--- src/sv/lrb_pkg.sv ---
// ============================================================================
// Line receive buffer package
// Character codes, result kinds, and the command and status bundles that pass
// between the controller and the datapath.
// ============================================================================
`default_nettype none

package lrb_pkg;

  // Character codes used by the line filter.
  localparam logic [7:0] CH_CR   = 8'h0D;
  localparam logic [7:0] CH_LOW  = 8'h20;
  localparam logic [7:0] CH_HIGH = 8'h7E;
  localparam logic [7:0] CH_SUB  = 8'h58;

  // Input operation codes, carried on the slave tuser.
  localparam logic OP_RX   = 1'b0;
  localparam logic OP_READ = 1'b1;

  // Result kinds, carried on the master tuser.
  localparam logic [1:0] KIND_ECHO  = 2'd0;
  localparam logic [1:0] KIND_MSG   = 2'd1;
  localparam logic [1:0] KIND_EMPTY = 2'd2;

  // Message counter top value.
  localparam int unsigned        CNT_W   = 7;
  localparam logic [CNT_W-1:0]   CNT_MAX = '1;

  // Commands from the controller to the datapath. A received byte that is
  // dropped while overflow is latched needs no command.
  typedef struct packed {
    logic rx_store;   // store and echo a received byte
    logic rd_start;   // begin emitting the oldest line
    logic rd_empty;   // read with nothing pending
    logic load_char;  // move the current stored character to the output
  } lrb_cmd_t;

  // Status from the datapath to the controller.
  typedef struct packed {
    logic out_free;        // output register can take a new result
    logic overflow;        // overflow is latched
    logic nothing_pending; // no complete line and no overflow
    logic char_term;       // current stored character ends the line
  } lrb_status_t;

endpackage

`default_nettype wire

--- src/sv/lrb_ram.sv ---
// ============================================================================
// Generic single-port-write RAM
// One write port and one read port, with the read data registered.
// ============================================================================
`default_nettype none

module lrb_ram #(
  parameter int unsigned WIDTH = 8,
  parameter int unsigned DEPTH = 64
) (
  input  wire logic                     clk,
  input  wire logic                     we,
  input  wire logic [$clog2(DEPTH)-1:0] waddr,
  input  wire logic [WIDTH-1:0]         wdata,
  input  wire logic [$clog2(DEPTH)-1:0] raddr,
  output      logic [WIDTH-1:0]         rdata
);

  logic [WIDTH-1:0] mem [DEPTH];

  // Write port and registered read port.
  always_ff @(posedge clk) begin
    if (we) begin
      mem[waddr] <= wdata;
    end
    rdata <= mem[raddr];
  end

endmodule

`default_nettype wire

--- src/sv/lrb_ctrl.sv ---
// ============================================================================
// Line receive buffer controller
// Accepts input transfers, decodes them into datapath commands and steps
// through a line read one character at a time.
// ============================================================================
`default_nettype none

module lrb_ctrl
  import lrb_pkg::*;
(
  input  wire logic        clk,
  input  wire logic        rst,
  input  wire logic        s_tvalid,
  output      logic        s_tready,
  input  wire logic        s_tuser,
  input  wire lrb_status_t status,
  output      lrb_cmd_t    cmd
);

  typedef enum logic {
    S_IDLE,
    S_READ
  } state_t;

  state_t state;
  logic   accept;

  // Input is taken only between lines and while the output can take a result.
  assign s_tready = (state == S_IDLE) && status.out_free;
  assign accept   = s_tvalid && s_tready;

  // Command decode.
  always_comb begin
    cmd           = '0;
    cmd.rx_store  = accept && (s_tuser == OP_RX) && !status.overflow;
    cmd.rd_empty  = accept && (s_tuser == OP_READ) && status.nothing_pending;
    cmd.rd_start  = accept && (s_tuser == OP_READ) && !status.nothing_pending;
    cmd.load_char = (state == S_READ) && status.out_free;
  end

  // State register.
  always_ff @(posedge clk) begin
    if (rst) begin
      state <= S_IDLE;
    end else begin
      unique case (state)
        S_IDLE: begin
          if (cmd.rd_start) begin
            state <= S_READ;
          end
        end
        S_READ: begin
          if (cmd.load_char && status.char_term) begin
            state <= S_IDLE;
          end
        end
        default: begin
          state <= S_IDLE;
        end
      endcase
    end
  end

endmodule

`default_nettype wire

--- src/sv/lrb_datapath.sv ---
// ============================================================================
// Line receive buffer datapath
// Ring indexes, message counter, overflow flag, character filter, the line
// store and the output register.
// ============================================================================
`default_nettype none

module lrb_datapath
  import lrb_pkg::*;
#(
  parameter int unsigned BUFFER_DEPTH = 64
) (
  input  wire logic        clk,
  input  wire logic        rst,
  input  wire logic [7:0]  rx_byte,
  input  wire lrb_cmd_t    cmd,
  output      lrb_status_t status,
  input  wire logic        m_tready,
  output      logic        m_tvalid,
  output      logic [1:0]  kind,
  output      logic [7:0]  data_byte,
  output      logic        last_of_run,
  output      logic [5:0]  char_count,
  output      logic [CNT_W-1:0] pending_messages,
  output      logic        overflow_flag
);

  localparam int unsigned IDX_W = $clog2(BUFFER_DEPTH);
  localparam logic [IDX_W-1:0] IDX_LAST = IDX_W'(BUFFER_DEPTH - 1);

  logic [IDX_W-1:0] write_index;
  logic [IDX_W-1:0] read_index;
  logic [CNT_W-1:0] message_count;
  logic             overflow_latched;
  logic [IDX_W-1:0] char_n;

  logic [IDX_W-1:0] write_index_next;
  logic [IDX_W-1:0] read_index_next;
  logic [IDX_W-1:0] raddr;
  logic [7:0]       rdata;
  logic [7:0]       store_byte;
  logic             rx_is_cr;
  logic             ring_full;
  logic [CNT_W-1:0] rx_count_next;
  logic             out_load;

  function automatic logic [IDX_W-1:0] step_index(input logic [IDX_W-1:0] idx);
    step_index = (idx == IDX_LAST) ? '0 : idx + 1'b1;
  endfunction

  assign write_index_next = step_index(write_index);
  assign read_index_next  = step_index(read_index);

  // Received byte filter; a full ring forces a carriage return.
  assign rx_is_cr  = (rx_byte == CH_CR);
  assign ring_full = (write_index_next == read_index);

  always_comb begin
    if (ring_full || rx_is_cr) begin
      store_byte = CH_CR;
    end else if ((rx_byte < CH_LOW) || (rx_byte > CH_HIGH)) begin
      store_byte = CH_SUB;
    end else begin
      store_byte = rx_byte;
    end
  end

  // A received carriage return counts one more line, saturating at the top.
  assign rx_count_next = (rx_is_cr && (message_count != CNT_MAX)) ?
                         message_count + 1'b1 : message_count;

  // The read address moves ahead only when the current character is taken.
  assign raddr = cmd.load_char ? read_index_next : read_index;

  lrb_ram #(
    .WIDTH (8),
    .DEPTH (BUFFER_DEPTH)
  ) u_store (
    .clk   (clk),
    .we    (cmd.rx_store),
    .waddr (write_index),
    .wdata (store_byte),
    .raddr (raddr),
    .rdata (rdata)
  );

  // Status toward the controller.
  assign status.out_free        = !m_tvalid || m_tready;
  assign status.overflow        = overflow_latched;
  assign status.nothing_pending = (message_count == '0) && !overflow_latched;
  assign status.char_term       = (rdata == CH_CR) || (char_n == IDX_LAST);

  // Buffer state.
  always_ff @(posedge clk) begin
    if (rst) begin
      write_index      <= '0;
      read_index       <= '0;
      message_count    <= '0;
      overflow_latched <= 1'b0;
      char_n           <= '0;
    end else begin
      if (cmd.rx_store) begin
        write_index   <= write_index_next;
        message_count <= rx_count_next;
        if (ring_full) begin
          overflow_latched <= 1'b1;
        end
      end
      if (cmd.rd_start) begin
        if (message_count != '0) begin
          message_count <= message_count - 1'b1;
        end
        overflow_latched <= 1'b0;
        char_n           <= '0;
      end
      if (cmd.load_char) begin
        read_index <= read_index_next;
        char_n     <= char_n + 1'b1;
      end
    end
  end

  assign out_load = cmd.rx_store || cmd.rd_empty || cmd.load_char;

  // Output valid flag.
  always_ff @(posedge clk) begin
    if (rst) begin
      m_tvalid <= 1'b0;
    end else if (out_load) begin
      m_tvalid <= 1'b1;
    end else if (m_tready) begin
      m_tvalid <= 1'b0;
    end
  end

  // Output payload; counter and flag show the state after the step.
  always_ff @(posedge clk) begin
    if (cmd.rx_store) begin
      kind             <= KIND_ECHO;
      data_byte        <= store_byte;
      last_of_run      <= 1'b1;
      char_count       <= '0;
      pending_messages <= rx_count_next;
      overflow_flag    <= overflow_latched || ring_full;
    end else if (cmd.rd_empty) begin
      kind             <= KIND_EMPTY;
      data_byte        <= '0;
      last_of_run      <= 1'b1;
      char_count       <= '0;
      pending_messages <= message_count;
      overflow_flag    <= overflow_latched;
    end else if (cmd.load_char) begin
      kind             <= KIND_MSG;
      data_byte        <= status.char_term ? 8'd0 : rdata;
      last_of_run      <= status.char_term;
      char_count       <= status.char_term ? 6'(char_n) : 6'd0;
      pending_messages <= message_count;
      overflow_flag    <= overflow_latched;
    end
  end

endmodule

`default_nettype wire

--- src/sv/uart_line_receive_buffer.sv ---
// ============================================================================
// UART line receive buffer
// Timing: a received byte is echoed via the output register; a read passes the
// state register and the output register before its first character, then
// gives one per cycle while the output is not stalled. Throughput: one received
// byte per cycle while the output can take a result; a read stalls the input
// until its line is emitted, paced by the registered store port and output stalls.
// Reset clears indexes, counter, overflow and output valid; no clearing pass.
// Collects received characters into carriage-return-terminated lines in a
// ring buffer, echoes each stored byte and emits the oldest line on request.
// ============================================================================
`default_nettype none

module uart_line_receive_buffer
  import lrb_pkg::*;
#(
  parameter int unsigned BUFFER_DEPTH = 64
) (
  input  wire logic        clk,
  input  wire logic        rst,
  // Input stream
  input  wire logic        s_tvalid,
  output      logic        s_tready,
  input  wire logic [7:0]  s_tdata,   // [7:0] rx_byte
  input  wire logic        s_tuser,   // [0] operation
  // Output stream
  output      logic        m_tvalid,
  input  wire logic        m_tready,
  output      logic [23:0] m_tdata,   // [7:0] data_byte, [13:8] char_count,
                                      // [20:14] pending_messages,
                                      // [21] overflow_flag, [23:22] zero
  output      logic [1:0]  m_tuser,   // [1:0] kind
  output      logic        m_tlast    // last_of_run
);

  lrb_cmd_t         cmd;
  lrb_status_t      status;
  logic [7:0]       data_byte;
  logic [5:0]       char_count;
  logic [CNT_W-1:0] pending_messages;
  logic             overflow_flag;

  lrb_ctrl u_ctrl (
    .clk      (clk),
    .rst      (rst),
    .s_tvalid (s_tvalid),
    .s_tready (s_tready),
    .s_tuser  (s_tuser),
    .status   (status),
    .cmd      (cmd)
  );

  lrb_datapath #(
    .BUFFER_DEPTH (BUFFER_DEPTH)
  ) u_datapath (
    .clk              (clk),
    .rst              (rst),
    .rx_byte          (s_tdata),
    .cmd              (cmd),
    .status           (status),
    .m_tready         (m_tready),
    .m_tvalid         (m_tvalid),
    .kind             (m_tuser),
    .data_byte        (data_byte),
    .last_of_run      (m_tlast),
    .char_count       (char_count),
    .pending_messages (pending_messages),
    .overflow_flag    (overflow_flag)
  );

  // Pack the result fields, lowest field first.
  assign m_tdata = {2'b00, overflow_flag, pending_messages, char_count, data_byte};

endmodule

`default_nettype wire
--- config.mk ---
export PLATFORM = sky130hd
export DESIGN_NAME = uart_line_receive_buffer
export DESIGN_NICKNAME = d
export VERILOG_FILES = /design/src/sv/lrb_pkg.sv /design/src/sv/lrb_ram.sv /design/src/sv/lrb_ctrl.sv /design/src/sv/lrb_datapath.sv /design/src/sv/uart_line_receive_buffer.sv
export SDC_FILE = /design/constraint.sdc
export NUM_CORES = 1
export LEC_CHECK = 0
export BUFFER_PORTS_ARGS = -buffer_cell sky130_fd_sc_hd__buf_2
export CORE_MARGIN = 2
export CORE_UTILIZATION = 50
export CTS_CLUSTER_SIZE = 24
export DETAILED_ROUTE_END_ITERATION = 7
export MAX_ROUTING_LAYER = met4
export PLACE_DENSITY = 0.66
export SYNTH_ARGS = -nofsm -noshare
export SYNTH_HDL_FRONTEND = slang
export SYNTH_SLANG_ARGS = --single-unit
--- constraint.sdc ---
create_clock -name clk -period 5.41 [get_ports clk]
set_input_delay 1.082 -clock clk [delete_from_list [all_inputs] [get_ports clk]]
set_output_delay 1.082 -clock clk [all_outputs]
set_load 0.02 [all_outputs]
==> impl_metrics.ini, run 1 <==
[pwr]
pwr_density_cell_nw_per_um2 = 422
total_power_mw = 11.7
seqPwrFrac_pct = 47.0
p_comb_share_pct = 19.2
peakVddDrop_mv = 0.267
p_int_mw = 8.21
p_clk_share_pct = 33.8
sw_frac_of_total_pct = 29.8
power_switching_mw = 3.49
p_leak_nw = 9.12

[layout]
drive_above_1_share_pct = 12.5
final_cells = 2672
diodes = 0
final_util_pct = 56.7
area_delta_synth_final_pct = 12.2
nets = 1984

[detailed_routing]
drt_iter0_markers = 1857
routed_wl_mm = 67.3
first_pass_iters = 5
vias_per_cell = 6.14
drc = 0
wl_per_cell_um = 25.2
num_vias = 16408
ant_nets = 0

[logic_synthesis]
ys_types = 68
yosysWarnings = 0
syn_avg_cell_area_sq_um = 13.1
yosysSeqAreaShare_pct = 67.8
async_reset_ff_share_pct = 0
synth-seq-cells = 573
synth_top_area_cell = edfxtp_1
synth_edf_count = 528
syn_area_sq_um = 24700
synthesis.instances = 1879
synth-main-ff-cell = edfxtp_1
synth_area_leaders = edfxtp_1 64%, nand2_1 4.8%, dfxtp_1 3.6%
netlist.area_leader.share_pct = 64.2

[cts]
cts.sinks = 573
clkTransAtPathRegs_ps = 60
insertion_delay_ps = 620
ctsHoldBuffers = 0
cts_setup_buffers = 0
postCtsResizedCells = 0
tritoncts = done
cts_made_buffers = 58
clock_path_buffers = 3
cts_root_buf = clkbuf_16
h-tree-depth = 2

[sta]
finalCriticalPeriod_ps = 4210
tightest_slew_ps = 1290
rsz0062_at_grt = false
fin_ws_ps = 1200
drv_slew = 0
finalCritPeriodShare_pct = 77.8
timing.fmax_mhz = 238
clock_skew_ps = 19.4
setup_viol = 0
fin_tns_setup_ps = 0
slew-limit-headroom_pct = 13.8
finalHoldViolCount = 0

[critical_path]
cp_max_fo = 41
rrSetupSlack_ps = 1200
worstPathArrival_ps = 4650
reg2reg_to = u_datapath.u_store.mem[63][4]
cp_cell_sequence = nand3_1 > nor2_1 > xnor3_1 > a32oi_1 > o2bb2ai_1 > nand2_1 > nand2b_1 > nor2_4 > buf_4
crit_family = simple AND/OR/NAND/NOR gates
worstSetupPathType = reg -> reg
crit_buf_inv = 1
slowest_delay_ps = 1050
cp-start-kind = flop
slowest_stage = nor2_4
setup.worst_path.end_class = flop
worstPathRequired_ps = 5850
r2r_start = u_datapath.write_index[0]
r2r_cells = 9

[grt]
grtUsageTotal_pct = 26.9
grt_antenna_before_repair = 0
grt_pass1_wl_mm = 98.4
grt_pass1_vias = 15512
grt_max_degree = 66
overflow = 0

[min_path]
min_path_type = reg -> reg
min-delay-start = u_datapath.kind[0]
whs_endpoint = u_datapath.kind[0]
hold_depth = 2

[die]
start_util_pct = 50.6
num_rows = 81
die_y_um = 226
core_sq_um = 48800
io_pins = 42
dieArea_sq_um = 51200
die_w_um = 226

[placed_design]
place.gp.congestion = 0.943
place_inst = 2569
dpl.hpwl_mm = 42.7
post-place-ws_ps = 777
io_buffers = 39

[run]
drv_cap = 0

[run_status]
outcome = completed
## power by group through the flow
stage	Combinational [mW]	Sequential, mW	Clock (mW)
floorplan	1.20	5.64	0
global placement	2.18	5.58	0
detailed placement	2.20	5.59	0
CTS	2.21	5.49	4.01
global route	2.37	5.51	4.16
finish	2.24	5.50	3.96
## synthesized netlist by cell type (all sizes together) (9+ instances only)
library cell / instances
edfxtp: 528
nand2: 320
nor2: 128
nand3: 87
a211oi: 82
mux2i: 74
buf: 70
clkbuf: 67
a311oi: 56
and3: 50
dfxtp: 45
a21oi: 38
a21boi: 32
o21ai: 23
a31oi: 20
mux2: 17
o2111ai: 16
o22ai: 15
xor2: 12
a211o: 11
a22o: 11
nand4: 11
nor3: 11
a311o: 10
a32oi: 10
or4: 10
a41oi: 9
or2: 9
## flip-flops by register name, indices dropped and copies added (netlist names)
| register | cells |
|---|---|
| u_datapath.char_n | 6 |
| u_datapath.kind | 2 |
| u_ctrl.state | 1 |
| u_datapath.data_byte | 8 |
| u_datapath.u_store.mem | 512 |
| u_datapath.write_index | 6 |
| u_datapath.char_count | 6 |
| u_datapath.message_count | 7 |
| u_datapath.pending_messages | 7 |
| u_datapath.read_index | 6 |
| u_datapath.m_tvalid | 1 |
| u_datapath.last_of_run | 1 |
| u_datapath.overflow_latched | 1 |
| u_datapath.overflow_flag | 1 |
| u_datapath.u_store.rdata | 8 |
## worst max path at each step
| stage | start | cells after the start | slack [ps] | endpoint |
|---|---|---|---|---|
| 6_report | u_datapath.write_index[0] | 9 | 1200 | u_datapath.u_store.mem[63][4] |
| 3_5_place_dp | m_tready | 10 | 780 | u_datapath.u_store.rdata[7] |
| 4_1_cts | u_datapath.read_index[4] | 9 | 1340 | u_datapath.u_store.rdata[7] |
| 3_3_place_gp | m_tready | 10 | 820 | u_datapath.u_store.rdata[7] |
| 5_1_grt | u_datapath.write_index[0] | 9 | 1110 | u_datapath.u_store.mem[47][4] |
| 2_1_floorplan | u_datapath.write_index[1] | 9 | 440 | u_datapath.u_store.mem[0][5] |
## tightest hold or removal path: stages (launching register included)
cell	delay (ps)
dfxtp_1	320
nor2_1	40
nor2_1	60
## cells in the final DEF, fill, tap and decap left out, types with 9 or more instances in the layout
| cell | count |
|---|---|
| nand2_1 | 317 |
| buf_2 | 39 |
| edfxtp_1 | 528 |
| xor2_1 | 11 |
| mux2i_1 | 74 |
| nor3_1 | 9 |
| a31oi_1 | 20 |
| a211o_1 | 11 |
| clkbuf_16 | 59 |
| a21boi_1 | 14 |
| nand3_1 | 87 |
| a211oi_2 | 14 |
| o2111ai_1 | 16 |
| a41oi_1 | 9 |
| mux2_2 | 16 |
| and3_1 | 49 |
| clkbuf_1 | 9 |
| buf_4 | 54 |
| nor2_1 | 124 |
| a32oi_1 | 10 |
| conb_1 | 66 |
| a211oi_1 | 68 |
| dfxtp_1 | 44 |
| or4_1 | 10 |
| nand4_1 | 11 |
| a22o_1 | 11 |
| a21boi_0 | 18 |
| a311oi_1 | 56 |
| clkinv_1 | 12 |
| o22ai_1 | 15 |
| a311o_1 | 10 |
| a21oi_1 | 37 |
| o21ai_0 | 19 |
## per-stage QoR
stage          hold slack [ps]  area, sq um
6_report                   460        27700
5_1_grt                    486        27700
4_1_cts                    467        27700
3_5_place_dp               453        25900
3_3_place_gp               443        25900
2_1_floorplan              463        24900
## kinds of logic (layout without fill, tap and decap cells)
logic type               count (synthesis)  after routing  share of synthesized area (%)
other                                    1             66                         0.0152
multiplexers                            99             99                           4.50
XOR/XNOR                                21             21                          0.800
adder cells (fa/ha/maj)                  6              6                          0.304
AND/OR/NAND/NOR                        666            666                           12.0
buffers and inverters                  143            207                           2.86
AO/OA/AOI/OAI                          370            370                           11.6
flip-flops                             573            573                           67.8
## area by class of cell
type | instances | area, sq um
fill | 3956 | 21100
sequential | 573 | 16800
multi-input combinational | 1228 | 7550
clock buffer | 68 | 1510
tap | 664 | 831
timing repair buffer | 98 | 701
clock inverter | 35 | 348
inverter | 6 | 22.5
## metal layers
| layer | global-route usage [%] | vias to the layer above | routed length, um |
|---|---|---|---|
| met4 | 9.08 | 0 | 2180 |
| li1 | - | 7346 | - |
| met2 | 42.0 | 826 | 31800 |
| met1 | 36.7 | 8091 | 28000 |
| met5 | - | - | 0 |
| met3 | 3.45 | 145 | 5330 |
Power figures use the tool's default switching activity.
==> inputs of run 2 (changes only) <==
==> constraint.sdc (replaced) <==
create_clock -name clk -period 4.3 [get_ports clk]
set_input_delay 0.86 -clock clk [delete_from_list [all_inputs] [get_ports clk]]
set_output_delay 0.86 -clock clk [all_outputs]
set_load 0.02 [all_outputs]
==> run 2 against run 1 <==
Compared with the run above: cell count increased by 2.4%; sequential share of layout area decreased by 1.3 points; hold slack improved by 3.6 ps; critical path depth increased by 1; fmax increased by 17%; utilization increased by 1.2 points; register-to-register slack got worse by 500 ps; largest cell class unchanged.
==> impl_metrics.ini, run 2 (synthesis gave the netlist of run 1 again) <==
[cts]
ctsHoldBuffers = 0
h-tree-depth = 2
insertion_delay_ps = 620
tritoncts = done
postCtsResizedCells = 0
cts.sinks = 573
cts_made_buffers = 58
clkTransAtPathRegs_ps = 60
cts_setup_buffers = 0
cts_root_buf = clkbuf_16
clock_path_buffers = 3

[critical_path]
crit_buf_inv = 1
r2r_cells = 10
slowest_delay_ps = 550
cp_max_fo = 29
cp_cell_sequence = ha_1 > nand3_1 > o211ai_1 > mux2_4 > buf_4 > a211oi_1 > a311oi_1 > a311oi_1 > or4_1 > a211oi_2
setup.worst_path.end_class = flop
r2r_start = u_datapath.read_index[0]
worstPathRequired_ps = 4850
cp.depth = 10
worstSetupPathType = reg -> reg
cp-start-kind = flop
crit_family = compound AO/OA/AOI/OAI gates
cpMostUsedCell = a311oi_1
slowest_stage = or4_1
cp-startpoint = u_datapath.read_index[0]
worstPathArrival_ps = 4150

[die]
die_w_um = 226
core_sq_um = 48800
die_y_um = 226
num_rows = 81
io_pins = 42
start_util_pct = 50.6
dieArea_sq_um = 51200

[sta]
finalCriticalPeriod_ps = 3600
fin_tns_setup_ps = 0
finalHoldViolCount = 0
rsz0062_at_grt = false
clock_skew_ps = 21.4
slew-limit-headroom_pct = 8.48
finalCritPeriodShare_pct = 83.7
tightest_slew_ps = 1360
timing.fmax_mhz = 278
drv_slew = 0
setup_viol = 0

[layout]
final_cells = 2735
largest_register = u_datapath.u_store.mem
final_util_pct = 58.0
nets = 2042
top_regs = u_datapath.u_store.mem: 512 flops, u_datapath.data_byte: 8 flops, u_datapath.u_store.rdata: 8 flops
area_delta_synth_final_pct = 14.6
final_area_sq_um = 28300
layout_commonest_cell = edfxtp_1
mostFrequentLayoutCells = 528 x edfxtp_1, 317 x nand2_1, 125 x nor2_1
drive_above_1_share_pct = 15.1
largest_reg_flops = 512

[placed_design]
io_buffers = 39
place_inst = 2627
place.gp.congestion = 0.927
placed_area_sq_um = 26400
dpl.hpwl_mm = 42.7

[grt]
overflow = 0
grtUsageTotal_pct = 27.4
grt_max_degree = 66
grt_pass1_vias = 16168
grt_antenna_before_repair = 0
grt_pass1_wl_mm = 101

[min_path]
min_path_type = reg -> reg
hold_depth = 1
min-delay-start = u_datapath.last_of_run

[run]
drv_cap = 0

[detailed_routing]
routed_wl_mm = 67.7
first_pass_iters = 6
drt_iter0_markers = 1933
num_vias = 16678
wl_per_cell_um = 24.8
drc = 0
vias_per_cell = 6.10
ant_nets = 0

[pwr]
peakVddDrop_mv = 0.296
p_leak_nw = 9.51
total_power_mw = 14.7
pwr_density_cell_nw_per_um2 = 521

[run_status]
outcome = completed
run 2: changes by cell type in the layout (fill, tap and decap cells not counted), moves of 2 or more:
cell / delta
clkinv_4: +2
buf_4: +48
clkbuf_1: -2
buf_12: +10
clkinv_2: +3
clkbuf_16: +2
run 2: report_power, final:
| group | internal, mW | switching [mW] | total, mW |
|---|---|---|---|
| registers | 6.76 | 0.167 | 6.93 |
| clock network | 2.87 | 2.15 | 5.03 |
| logic | 0.755 | 2.03 | 2.79 |
| total | 10.4 | 4.35 | 14.7 |
run 2: layout make-up:
type	instances	area, sq um
antenna	1	2.50
clock buffer	68	1550
clock inverter	39	335
fill	3937	20500
inverter	6	22.5
multi-input combinational	1228	7560
sequential	573	16800
tap	664	831
timing repair buffer	156	1260
run 2: through the flow:
step	setup slack, ps	hold WS, ps
final	700	463
after global routing	586	497
after CTS	782	463
after detailed placement	369	449
after global placement	388	439
after floorplan	462	463
run 2: routing by layer:
layer	up-vias	GRT usage [%]	part of all wire [%]
met4	0	10.1	3.7
met3	150	4.96	7.6
li1	7469	-	-
met5	-	-	0
met2	743	42.8	47
met1	8316	36.1	41
run 2: final timing paths:
kind	to	slack [ps]
setup reg to reg	u_datapath.u_store.rdata[1]	700
setup / recovery	u_datapath.u_store.rdata[1]	700
hold / removal	u_datapath.last_of_run	460
hold reg to reg	u_datapath.last_of_run	460
run 2: worst reg2reg max path: stages (launching register included):
cell and delay (ps):
dfxtp_1 500, ha_1 240, nand3_1 140, o211ai_1 290, mux2_4 520, buf_4 350
a211oi_1 90, a311oi_1 510, a311oi_1 130, or4_1 550, a211oi_2 200
